<file path="src/design/refcounted_mask_table_defines.svh">
// Assertion macros used by the mask table core.
`ifndef REFCOUNTED_MASK_TABLE_DEFINES_SVH
`define REFCOUNTED_MASK_TABLE_DEFINES_SVH

// Check that cons holds in the same cycle as ante.
`define RMT_ASSERT_IMPL(label, ante, cons, msg) \
  label: assert property (@(posedge clk) disable iff (rst) (ante) |-> (cons)) else $error(msg);

// Check that cons holds in the cycle after ante.
`define RMT_ASSERT_NEXT(label, ante, cons, msg) \
  label: assert property (@(posedge clk) disable iff (rst) (ante) |=> (cons)) else $error(msg);

`endif

</file>
<file path="src/design/rmt_pkg.sv">
// Types and codes shared by the mask table modules.
package rmt_pkg;

  localparam int MASK_W  = 32;
  localparam int SLOT_W  = 5;
  localparam int USERS_W = 16;

  typedef enum logic {
    FUNC_INSERT  = 1'b0,
    FUNC_RELEASE = 1'b1
  } func_t;

  typedef enum logic [1:0] {
    ST_OK     = 2'd0,
    ST_FULL   = 2'd1,
    ST_UNUSED = 2'd2,
    ST_SAT    = 2'd3
  } status_t;

  typedef struct packed {
    func_t             func;
    logic [MASK_W-1:0] mask_value;
    logic [SLOT_W-1:0] slot_index;
  } req_t;

  typedef struct packed {
    logic [SLOT_W-1:0]  result_slot;
    status_t            status;
    logic               new_slot;
    logic [USERS_W-1:0] users_now;
  } rsp_t;

  typedef struct packed {
    logic start;
    logic take;
  } ctl_t;

  typedef struct packed {
    logic idle;
    logic done;
  } sts_t;

endpackage

</file>
<file path="src/design/rmt_chan_if.sv">
// Valid/ready channel carrying one request or result.
interface rmt_chan_if #(parameter type payload_t = logic) ();
  logic     valid;
  logic     ready;
  payload_t data;

  modport source (output valid, output data, input ready);
  modport sink (input valid, input data, output ready);
endinterface

</file>
<file path="src/design/refcounted_mask_table.sv">
// Top level of the reference-counted mask table with its result register.
// Insert: scans the slots in order, ending at the first match, else at the last slot.
// Release: read-modify-write of the slot, none for a slot index beyond the table;
// one request in flight at a time; next request accepted the cycle after the result loads.
// Synchronous reset clears control state and per-slot valid bits; unwritten slots read
// as zero word and zero count, so no clearing pass follows reset.
module refcounted_mask_table #(
  parameter int SLOTS      = 32,
  parameter int COUNT_BITS = 16
) (
  input logic         clk,
  input logic         rst,
  rmt_chan_if.sink    req,
  rmt_chan_if.source  rsp
);
  import rmt_pkg::*;

  ctl_t ctl;
  sts_t sts;
  rsp_t core_rsp;

  assign req.ready = sts.idle;
  assign ctl.start = req.valid && req.ready;
  assign ctl.take  = sts.done && (!rsp.valid || rsp.ready);

  rmt_core #(
    .SLOTS      (SLOTS),
    .COUNT_BITS (COUNT_BITS)
  ) u_core (
    .clk (clk),
    .rst (rst),
    .ctl (ctl),
    .req (req.data),
    .sts (sts),
    .rsp (core_rsp)
  );

  always_ff @(posedge clk) begin
    if (rst) begin
      rsp.valid <= 1'b0;
    end else if (ctl.take) begin
      rsp.valid <= 1'b1;
    end else if (rsp.ready) begin
      rsp.valid <= 1'b0;
    end
  end

  always_ff @(posedge clk) begin
    if (ctl.take) begin
      rsp.data <= core_rsp;
    end
  end

endmodule

</file>
<file path="src/design/rmt_core.sv">
// Slot memory with the insert scan and release read-modify-write sequencer.
`include "refcounted_mask_table_defines.svh"

module rmt_core #(
  parameter int SLOTS      = 32,
  parameter int COUNT_BITS = 16
) (
  input  logic          clk,
  input  logic          rst,
  input  rmt_pkg::ctl_t ctl,
  input  rmt_pkg::req_t req,
  output rmt_pkg::sts_t sts,
  output rmt_pkg::rsp_t rsp
);
  import rmt_pkg::*;

  localparam int AW = (SLOTS > 1) ? $clog2(SLOTS) : 1;
  localparam logic [AW-1:0] LAST = AW'(SLOTS - 1);
  localparam logic [COUNT_BITS-1:0] CMAX = '1;

  typedef enum logic [3:0] {
    S_IDLE = 4'b0001,
    S_SCAN = 4'b0010,
    S_REL  = 4'b0100,
    S_DONE = 4'b1000
  } state_t;

  typedef struct packed {
    logic [MASK_W-1:0]     mask;
    logic [COUNT_BITS-1:0] cnt;
  } entry_t;

  entry_t mem [SLOTS];
  logic [SLOTS-1:0] vld;
  entry_t rd_data;
  logic   rd_vld;
  entry_t rd_entry;

  state_t state, state_next;
  logic [MASK_W-1:0] word;
  logic [SLOT_W-1:0] idx;
  logic [AW-1:0] iss, ev, free_slot;
  logic iss_done, pend, have_free;
  rsp_t res, res_next;

  logic we;
  logic [AW-1:0] wa, ra, fill_slot;
  entry_t wd;
  logic hit, zero, sat, last_ev, fill_ok, in_range;
  logic [COUNT_BITS-1:0] inc, dec;

  assign rd_entry  = rd_vld ? rd_data : '0;
  assign hit       = rd_entry.mask == word;
  assign zero      = rd_entry.cnt == '0;
  assign sat       = rd_entry.cnt == CMAX;
  assign inc       = sat ? CMAX : rd_entry.cnt + 1'b1;
  assign dec       = rd_entry.cnt - 1'b1;
  assign last_ev   = ev == LAST;
  assign fill_ok   = have_free || zero;
  assign fill_slot = have_free ? free_slot : ev;
  assign in_range  = 32'(req.slot_index) < 32'(SLOTS);
  assign ra        = (state == S_SCAN) ? iss : AW'(req.slot_index);

  always_comb begin
    we         = 1'b0;
    wa         = ev;
    wd         = rd_entry;
    res_next   = res;
    state_next = state;
    case (state)
      S_IDLE: begin
        if (ctl.start) begin
          if (req.func == FUNC_INSERT) begin
            state_next = S_SCAN;
          end else if (in_range) begin
            state_next = S_REL;
          end else begin
            state_next           = S_DONE;
            res_next.result_slot = req.slot_index;
            res_next.status      = ST_UNUSED;
            res_next.new_slot    = 1'b0;
            res_next.users_now   = '0;
          end
        end
      end
      S_SCAN: begin
        if (pend) begin
          if (hit) begin
            state_next           = S_DONE;
            we                   = 1'b1;
            wd.cnt               = inc;
            res_next.result_slot = SLOT_W'(ev);
            res_next.status      = sat ? ST_SAT : ST_OK;
            res_next.new_slot    = 1'b0;
            res_next.users_now   = USERS_W'(inc);
          end else if (last_ev) begin
            state_next = S_DONE;
            if (fill_ok) begin
              we                   = 1'b1;
              wa                   = fill_slot;
              wd.mask              = word;
              wd.cnt               = COUNT_BITS'(1);
              res_next.result_slot = SLOT_W'(fill_slot);
              res_next.status      = ST_OK;
              res_next.new_slot    = 1'b1;
              res_next.users_now   = USERS_W'(1);
            end else begin
              res_next.result_slot = '0;
              res_next.status      = ST_FULL;
              res_next.new_slot    = 1'b0;
              res_next.users_now   = '0;
            end
          end
        end
      end
      S_REL: begin
        state_next           = S_DONE;
        res_next.result_slot = idx;
        res_next.new_slot    = 1'b0;
        if (zero) begin
          res_next.status    = ST_UNUSED;
          res_next.users_now = '0;
        end else begin
          we                 = 1'b1;
          wa                 = AW'(idx);
          wd.cnt             = dec;
          res_next.status    = ST_OK;
          res_next.users_now = USERS_W'(dec);
        end
      end
      S_DONE: begin
        if (ctl.take) begin
          state_next = S_IDLE;
        end
      end
      default: begin
        state_next = S_IDLE;
      end
    endcase
  end

  always_ff @(posedge clk) begin
    if (we) begin
      mem[wa] <= wd;
    end
    rd_data <= mem[ra];
  end

  always_ff @(posedge clk) begin
    if (rst) begin
      vld    <= '0;
      rd_vld <= 1'b0;
    end else begin
      if (we) begin
        vld[wa] <= 1'b1;
      end
      rd_vld <= vld[ra];
    end
  end

  always_ff @(posedge clk) begin
    if (rst) begin
      state     <= S_IDLE;
      iss       <= '0;
      ev        <= '0;
      iss_done  <= 1'b0;
      pend      <= 1'b0;
      have_free <= 1'b0;
      free_slot <= '0;
    end else begin
      state <= state_next;
      if (state == S_IDLE && ctl.start) begin
        iss       <= '0;
        iss_done  <= 1'b0;
        pend      <= 1'b0;
        have_free <= 1'b0;
      end else if (state == S_SCAN) begin
        if (!iss_done) begin
          ev   <= iss;
          pend <= 1'b1;
          if (iss == LAST) begin
            iss_done <= 1'b1;
          end else begin
            iss <= iss + 1'b1;
          end
        end else begin
          pend <= 1'b0;
        end
        if (pend && !hit && zero && !have_free) begin
          have_free <= 1'b1;
          free_slot <= ev;
        end
      end
    end
  end

  always_ff @(posedge clk) begin
    res <= res_next;
    if (state == S_IDLE && ctl.start) begin
      word <= req.mask_value;
      idx  <= req.slot_index;
    end
  end

  assign sts.idle = state == S_IDLE;
  assign sts.done = state == S_DONE;
  assign rsp      = res;

  `RMT_ASSERT_IMPL(a_wr_state, we, (state == S_SCAN) || (state == S_REL), "write outside evaluation")
  `RMT_ASSERT_IMPL(a_start_idle, ctl.start, state == S_IDLE, "request started while busy")
  `RMT_ASSERT_NEXT(a_take_idle, (state == S_DONE) && ctl.take, state == S_IDLE, "no return to idle")
  `RMT_ASSERT_IMPL(a_ins_cnt, we && (state == S_SCAN), wd.cnt != '0, "insert wrote zero count")

endmodule
</file>
<file path="src/flat_wrapper.sv">
// flat-port wrapper written by rule: the top's interface ports become plain ports
module refcounted_mask_table_flat import rmt_pkg::*;
#(
  parameter int SLOTS      = 32,
  parameter int COUNT_BITS = 16
)
  (clk, rst, req_valid, req_data, req_ready, rsp_valid, rsp_data, rsp_ready);
  rmt_chan_if req_i ();
  rmt_chan_if rsp_i ();
  input logic clk;
  input logic rst;
  input wire logic [$bits(req_i.valid)-1:0] req_valid;
  input wire logic [$bits(req_i.data)-1:0] req_data;
  output wire logic [$bits(req_i.ready)-1:0] req_ready;
  output wire logic [$bits(rsp_i.valid)-1:0] rsp_valid;
  output wire logic [$bits(rsp_i.data)-1:0] rsp_data;
  input wire logic [$bits(rsp_i.ready)-1:0] rsp_ready;
  assign req_i.valid = req_valid;
  assign req_i.data = req_data;
  assign req_ready = req_i.ready;
  assign rsp_valid = rsp_i.valid;
  assign rsp_data = rsp_i.data;
  assign rsp_i.ready = rsp_ready;
  refcounted_mask_table #(.SLOTS(SLOTS), .COUNT_BITS(COUNT_BITS)) u_core (.clk(clk), .rst(rst), .req(req_i), .rsp(rsp_i));
endmodule
</file>
<file path="config.mk">
export PLATFORM = sky130hd
export DESIGN_NAME = refcounted_mask_table_flat
export DESIGN_NICKNAME = d
export VERILOG_FILES = /design/src/design/rmt_pkg.sv /design/src/design/rmt_chan_if.sv /design/src/design/refcounted_mask_table.sv /design/src/design/rmt_core.sv /design/src/flat_wrapper.sv
export VERILOG_INCLUDE_DIRS = /design/src /design/src/design
export SDC_FILE = /design/constraint.sdc
export NUM_CORES = 2
export LEC_CHECK = 0
export ABC_CLOCK_PERIOD_IN_PS = 8000
export BUFFER_PORTS_ARGS = -buffer_cell sky130_fd_sc_hd__buf_2
export CORE_MARGIN = 5
export CORE_UTILIZATION = 25
export DETAILED_ROUTE_END_ITERATION = 8
export GPL_TIMING_DRIVEN = 1
export MAX_ROUTING_LAYER = met4
export SLEW_MARGIN = 15
export SYNTH_ARGS = -nofsm -noshare
export SYNTH_HDL_FRONTEND = slang
export SYNTH_SLANG_ARGS = --single-unit
</file>
<file path="constraint.sdc">
create_clock -name clk -period 8 [get_ports clk]
set_input_delay 0 -clock clk [delete_from_list [all_inputs] [get_ports clk]]
set_output_delay 0 -clock clk [all_outputs]
set_load 0.01 [all_outputs]
</file>
Word level (Yosys, flattened, before mapping)
Memory sizes are Yosys's and may differ from the RTL's. A register that Yosys moved wholly into a read port is not among the register bits.
Index checks and enable logic that the tools add are counted.

storage, ports and cells
  flip-flop bits (word level) = 59
  memory bits (writable) = 1536
  output and inout bits = 3
  memories kept = 1

memory list
  memory             depth  bits a word  read ports  clocked after memory_dff  write ports  line            source
  u_core.u_core.mem  32     48           1           1                         1            rmt_core.sv:33  entry_t mem [SLOTS];

operators by class
  $add $sub $neg = 3
  $lt $le $gt $ge = 3
  equality and inequality tests = 11
  muxes and demuxes = 47
  bitwise operators = 4
  reductions and logical operators = 23

operator list
  kind                                                               count
  two-way mux 48 bit                                                 4
  two-way mux 32 bit                                                 2
  two-way mux 16 bit                                                 3
  two-way mux 5 bit                                                  7
  zero test 32 bit                                                   1
  bitwise OR 32 bit                                                  1
  one-hot mux 16 bit (2 select lines)                                1
  two-way mux 4 bit                                                  5
  two-way mux 1 bit                                                  19
  adder 16 x 1 -> 16 bit, second input constant                      1
  equality test 16 bit, second input constant                        1
  zero test 16 bit                                                   1
  one-hot mux 4 bit (4 select lines)                                 1
  subtractor 16 x 1 -> 16 bit, second input constant                 1
  < comparator 5 x 6 -> 1 bit, second input constant                 2
  AND reduction 3 bit                                                4
  equality test 5 bit, second input constant                         2
  one-hot mux 5 bit (2 select lines)                                 1
  logical AND 1 bit                                                  7
  adder 5 x 1 -> 5 bit, second input constant                        1
  binary-select mux 1 bit (select 5 bit)                             1
  demux 1 bit (select 5 bit)                                         1
  greater-or-equal comparator 5 x 1 -> 1 bit, second input constant  1
  equality test 4 x 1 -> 1 bit, second input constant                1
  14 further kinds                                                   22

Depth between registers and ports, before layout
  depth in word-level cells = 13
  depth in mapped cells = 12

Cells and area by module
A second synthesis with hierarchy kept.

second synthesis, totals
  cell total of the unflattened synthesis = 3756
  area, all modules = 67041.8 µm²

by module, submodules not included
  module                 instances  cells an instance  area each (µm²)  sequential area each (µm²)
  rmt_core               1          3748               66946.7          50018.0
  refcounted_mask_table  1          8                  95.1             50.0

Least setup slack after synthesis
OpenSTA, ideal clock, no wires.

  kind = register to register
  start point = reg u_core.u_core.rd_vld
  end point = mem u_core.u_core.mem[22][0] in the netlist's numbering (enable)
  library setup time = 0.454 ns
  arrival time = 4.325 ns
  data required time = 7.546 ns
  setup slack = 3.221 ns
  stages on the path, launching flop included = 13
  buffers on the path = 4
  cells stage by stage = dfxtp_1 -> buf_2 -> clkbuf_1 -> nand2_1 -> ha_1 -> nor3b_1 -> nand4_1 -> a211o_1 -> a21oi_1 -> buf_2 -> nand2_1 -> clkbuf_1 -> nor2_1

on the way
  word-level cells in the longest chain between the ends = 10
  elaborated cells between the ends (all ways) = 18
  classes of those cells = 15 x mux; 3 x reduce/logical

RTL lines
  element                                  line             source
  from (decl)                              rmt_core.sv:36   logic rd_vld;
  from (signal assigned)                   rmt_core.sv:157  rd_vld <= vld[ra];
  two-way mux 48 bit (*)                   rmt_core.sv:52   assign rd_entry = rd_vld ? rd_data : '0;
  zero test 16 bit                         rmt_core.sv:54   assign zero = rd_entry.cnt == '0;
  logical OR 1 bit                         rmt_core.sv:59   assign fill_ok = have_free || zero;
  two-way mux 1 bit                        rmt_core.sv:98   if (fill_ok) begin
  two-way mux 1 bit                        rmt_core.sv:96   end else if (last_ev) begin
  two-way mux 1 bit                        rmt_core.sv:88   if (hit) begin
  two-way mux 1 bit                        rmt_core.sv:87   if (pend) begin
  one-hot mux 1 bit (2 select lines)       rmt_core.sv:70   case (state)
  two-way mux 1 bit                        rmt_core.sv:143  if (we) begin
  two-way mux 1 bit (not written as such)  rmt_core.sv:144  mem[wa] <= wd;
  to (decl)                                rmt_core.sv:33

Every way passes the cells marked *; elsewhere a longest branch is shown, timed or not.

Worst setup path after layout
  start point = reg u_core.u_core.rd_data[32] (netlist name)
  end point = mem u_core.u_core.mem[31][39] in the netlist's numbering (enable)

on the way
  word-level cells in the longest chain between the ends = 7
  elaborated cells between the ends (all ways) = 10
  classes of those cells = 9 x mux; 1 x reduce/logical

RTL lines
  element                                  line             source
  two-way mux 48 bit (*)                   rmt_core.sv:52
  zero test 32 bit (*)                     rmt_core.sv:53   assign hit = rd_entry.mask == word;
  two-way mux 1 bit                        rmt_core.sv:88
  two-way mux 1 bit                        rmt_core.sv:87
  one-hot mux 1 bit (2 select lines)       rmt_core.sv:70
  two-way mux 1 bit                        rmt_core.sv:143
  two-way mux 1 bit (not written as such)  rmt_core.sv:144

Marked as above.

==> qor.txt <==
OUTCOME
-------------------------------------------------------------------------------------
Run status                                                               finished clean

GLOBAL ROUTING
-------------------------------------------------------------------------------------
Number of antenna violations at the first check in global routing                   3
Grt total ovfl                                                                      0
Number of global-route vias before repair                                      35,977
All-layer global routing usage                                                  13.4%
Pin count of the biggest net entering global routing                              124
First-pass GRT wire length                                                     258 mm

DRT
-------------------------------------------------------------------------------------
Via density per instance                                                         4.83
Count of vias placed by the detailed router                                    37,128
DRC viols                                                                           0
Routed length per instance                                                    23.3 um
Post-Route WL                                                                  179 mm
Number of detailed-route iterations in the first pass                               6
First-iteration detailed-routing DRC count                                      4,544
Antenna violation net count after detailed routing                                  0

LAYOUT
-------------------------------------------------------------------------------------
Fraction of final layout cells sized beyond drive strength 1                    10.9%
Fin nets                                                                        4,165
Area Overhead vs Synth                                                          15.7%
Most frequent cells in the layout                                        edfxtp_1 (1,538), mux2i_1 (586), nand2_1 (422), a21oi_1 (411), nand3_1 (202)
Filler cell count                                                              25,314
Most frequent standard cell in the layout excluding fill and tap cells       edfxtp_1

POWER
-------------------------------------------------------------------------------------
Share of total power in combinational logic                                      2.0%
Power density over the cells                                              233 nW/um^2
Power share of the clock group                                                  44.3%
Largest vdd supply drop                                                      0.153 mV
Leakage                                                                       22.9 nW
Pint                                                                         0.0138 W
Power spent charging and discharging nets                                   0.00351 W
Switching power share of the total                                              20.3%
Reg power frac                                                                  53.7%

CLOCKING
-------------------------------------------------------------------------------------
Buffer levels on the longest clock path                                             3
Clock Sinks                                                                     1,641
Root buffer selected by CTS                                                 clkbuf_16
Clock latency reported for the late side of the worst-skew pair               0.80 ns
Post-CTS Resized                                                                    0
H-tree depth                                                                        4
Clock tree from TritonCTS                                                         yes
CTS clock-pin slew for the worst setup and hold paths                         0.06 ns
Number of buffers added by the clock tree synthesis step                          169

CRITICAL PATH
-------------------------------------------------------------------------------------
Worst stage delay on the critical path                                        1.16 ns
R2R cell count                                                                      7
Kind of capture point of the worst setup path                                    flop
Maximum fanout along the worst path                                                26
Setup CP Type                                                              reg -> reg
Critical Path Slowest Stage Cell                                               nor2_4
Arrival time worst endpoint                                                   6.66 ns
Data required time at the worst endpoint                                      8.43 ns
Cell breakdown of the critical path                                      nor4_1 > nand4_1 > o21a_1 > a21oi_1 > nand3_2 > nor2_4 > buf_4
Type of origin of the critical path                                              flop

STA
-------------------------------------------------------------------------------------
Post-Route Setup TNS                                                             0 ns
Max Fclk                                                                      161 MHz
Fin crit period                                                               6.23 ns
Worst-margin pin slew                                                         1.25 ns
RSZ-0062 raised after global routing                                            false
Worst hold-check slack                                                       0.142 ns
Number of failing hold endpoints at the final stage                                 0
Clock Skews                                                                 0.0309 ns
Worst slew margin relative to its limit                                         17.0%
Final worst-path cycle share                                                    77.8%
Final setup viols                                                                   0
Fin. max-slew vios                                                                  0

FLOORPLAN
-------------------------------------------------------------------------------------
Die footprint                                                            267,000 um^2
Die Y                                                                          516 um
Overall die width                                                              516 um
Std cell rows                                                                     186
Placeable core region                                                    256,000 um^2
Number of primary I/O pins                                                          8
Starting Density                                                                25.0%

PLACEMENT
-------------------------------------------------------------------------------------
Estimated wirelength of the detail-placed design                               100 mm
Count of port buffers added during placement                                        7
Final RePlAce weighted congestion                                               0.854

SYNTHESIS
-------------------------------------------------------------------------------------
Post-synthesis async set-or-reset flop share                                       0%
Number of enable flip-flop cells after synthesis                                1,538
Top-area cell type share of the netlist area                                    72.0%
Syn Inst Count                                                                  4,110
Number of synthesized register bits                                             1,641
Most area-consuming cells after synthesis                                edfxtp_1 (72%), mux2i_1 (9.2%), a21oi_1 (3.2%)
Most used flip-flop cell after synthesis                                     edfxtp_1
Cell type contributing the most total cell area after synthesis              edfxtp_1
Share of the yosys chip area belonging to registers                             75.3%
Synthesized area per cell                                                   15.6 um^2
Post-synthesis instance area                                              64,100 um^2
Synth Net Count                                                                 4,119
Yosys Warn Count                                                                    0
Cell variety after synth                                                           58

JOB
-------------------------------------------------------------------------------------
Count of maximum capacitance violations                                             0

HOLD PATH
-------------------------------------------------------------------------------------
Hold WC Path Type                                                           in -> reg
Hold path cells                                                                     4

==> power groups by stage <==
stage	Clock, W	Sequential, W	Combinational (W)
5_1_grt	0.00812	0.00929	0.000378
6_report	0.00766	0.00929	0.000352
3_3_place_gp	0	0.00947	0.000346
4_1_cts	0.00776	0.00929	0.000353
3_5_place_dp	0	0.00947	0.000350
2_1_floorplan	0	0.00947	0.000246
==> sequential cells by signal (all words and copies together) (netlist names), 3 cells and up <==
register / cells
u_core.u_core.ev: 5
u_core.u_core.mem: 1536
u_core.u_core.free_slot: 5
u_core.u_core.rd_data: 48
u_core.u_core.vld: 32
u_core.u_core.iss: 5
u_core.u_core.state: 3
==> path summary, 6_finish.rpt <==
kind	from	to	slack, ns
worst max register to register	u_core.u_core.rd_data[32]	u_core.u_core.mem[31][39]	1.77
worst min register to register	u_core.u_core.rsp[0]	u_core.rsp.data	0.43
worst min-delay path	rsp_ready	u_core.rsp.valid	0.14
worst max-delay path	u_core.u_core.rd_data[32]	u_core.u_core.mem[31][39]	1.77
==> layout make-up <==
cell class,instances,area (um^2),area share (%)
timing repair buffer,142,1210,1.64
sequential,1641,48300,65.1
multi-input combinational,2174,15000,20.2
antenna,6,15.0,0.0202
clock inverter,89,746,1.01
tap,3384,4230,5.71
inverter,28,105,0.142
clock buffer,220,4620,6.22
==> kinds of logic after synthesis <==
family          Yosys count  synth area share [%]
simple gates            866                  6.28
xor+xnor                  4                0.0547
fa+ha+maj                 4                0.0781
buf+inv                 295                  2.02
compound gates          704                  6.89
flops                  1641                  75.3
mux                     596                  9.41
==> worst max-delay path: cells and delay by family, from the launching register on <==
family,cells,cell delay (ns)
AND/OR/NAND/NOR,4,3.61
AO/OA/AOI/OAI,2,1.34
buffers and inverters,1,0.54
flip-flops,1,0.31
==> stage by stage <==
stage	instances	total power (W)	cell area, um^2	util [%]	setup WS (ns)
finish	7684	0.0173	74200	29.0	1.77
global route	7679	0.0178	74200	29.0	1.59
CTS	7678	0.0174	74200	29.0	1.78
detailed placement	7363	0.00982	68700	26.8	1.79
global placement	7361	0.00982	68700	26.8	1.98
floorplan	4110	0.00972	64100	-	3.22
==> synth_stat cells, types with 5 or more instances <==
master / instances
a21oi_1: 414
and2_1: 36
buf_1: 11
buf_2: 55
buf_4: 11
buf_6: 10
clkbuf_1: 180
dfxtp_1: 103
edfxtp_1: 1538
inv_1: 28
mux2i_1: 587
mux4_2: 5
nand2_1: 426
nand2b_1: 21
nand3_1: 203
nand4_1: 15
nor2_1: 72
nor3_1: 5
nor4_1: 51
nor4_2: 11
o211ai_1: 6
o21ai_0: 23
o221ai_1: 192
o22ai_1: 21
o31ai_1: 16
==> layer usage <==
metal / part of all wire, % / GRT usage, % / vias to the layer above
met5: 0 / - / -
met4: 2.6 / 3.89 / 0
met3: 8.0 / 2.48 / 276
met2: 47 / 20.9 / 1591
met1: 42 / 17.7 / 19150
li1: - / - / 16111
==> what timing repair did <==
item / 4_1_cts / 5_1_grt
hold buffers: 6 / 0
endpoints found under the setup margin: 0 / 0
endpoints found under the hold margin: 56 / 0
setup buffers: 0 / 0
Note: power is estimated with default switching activity, not from simulation.
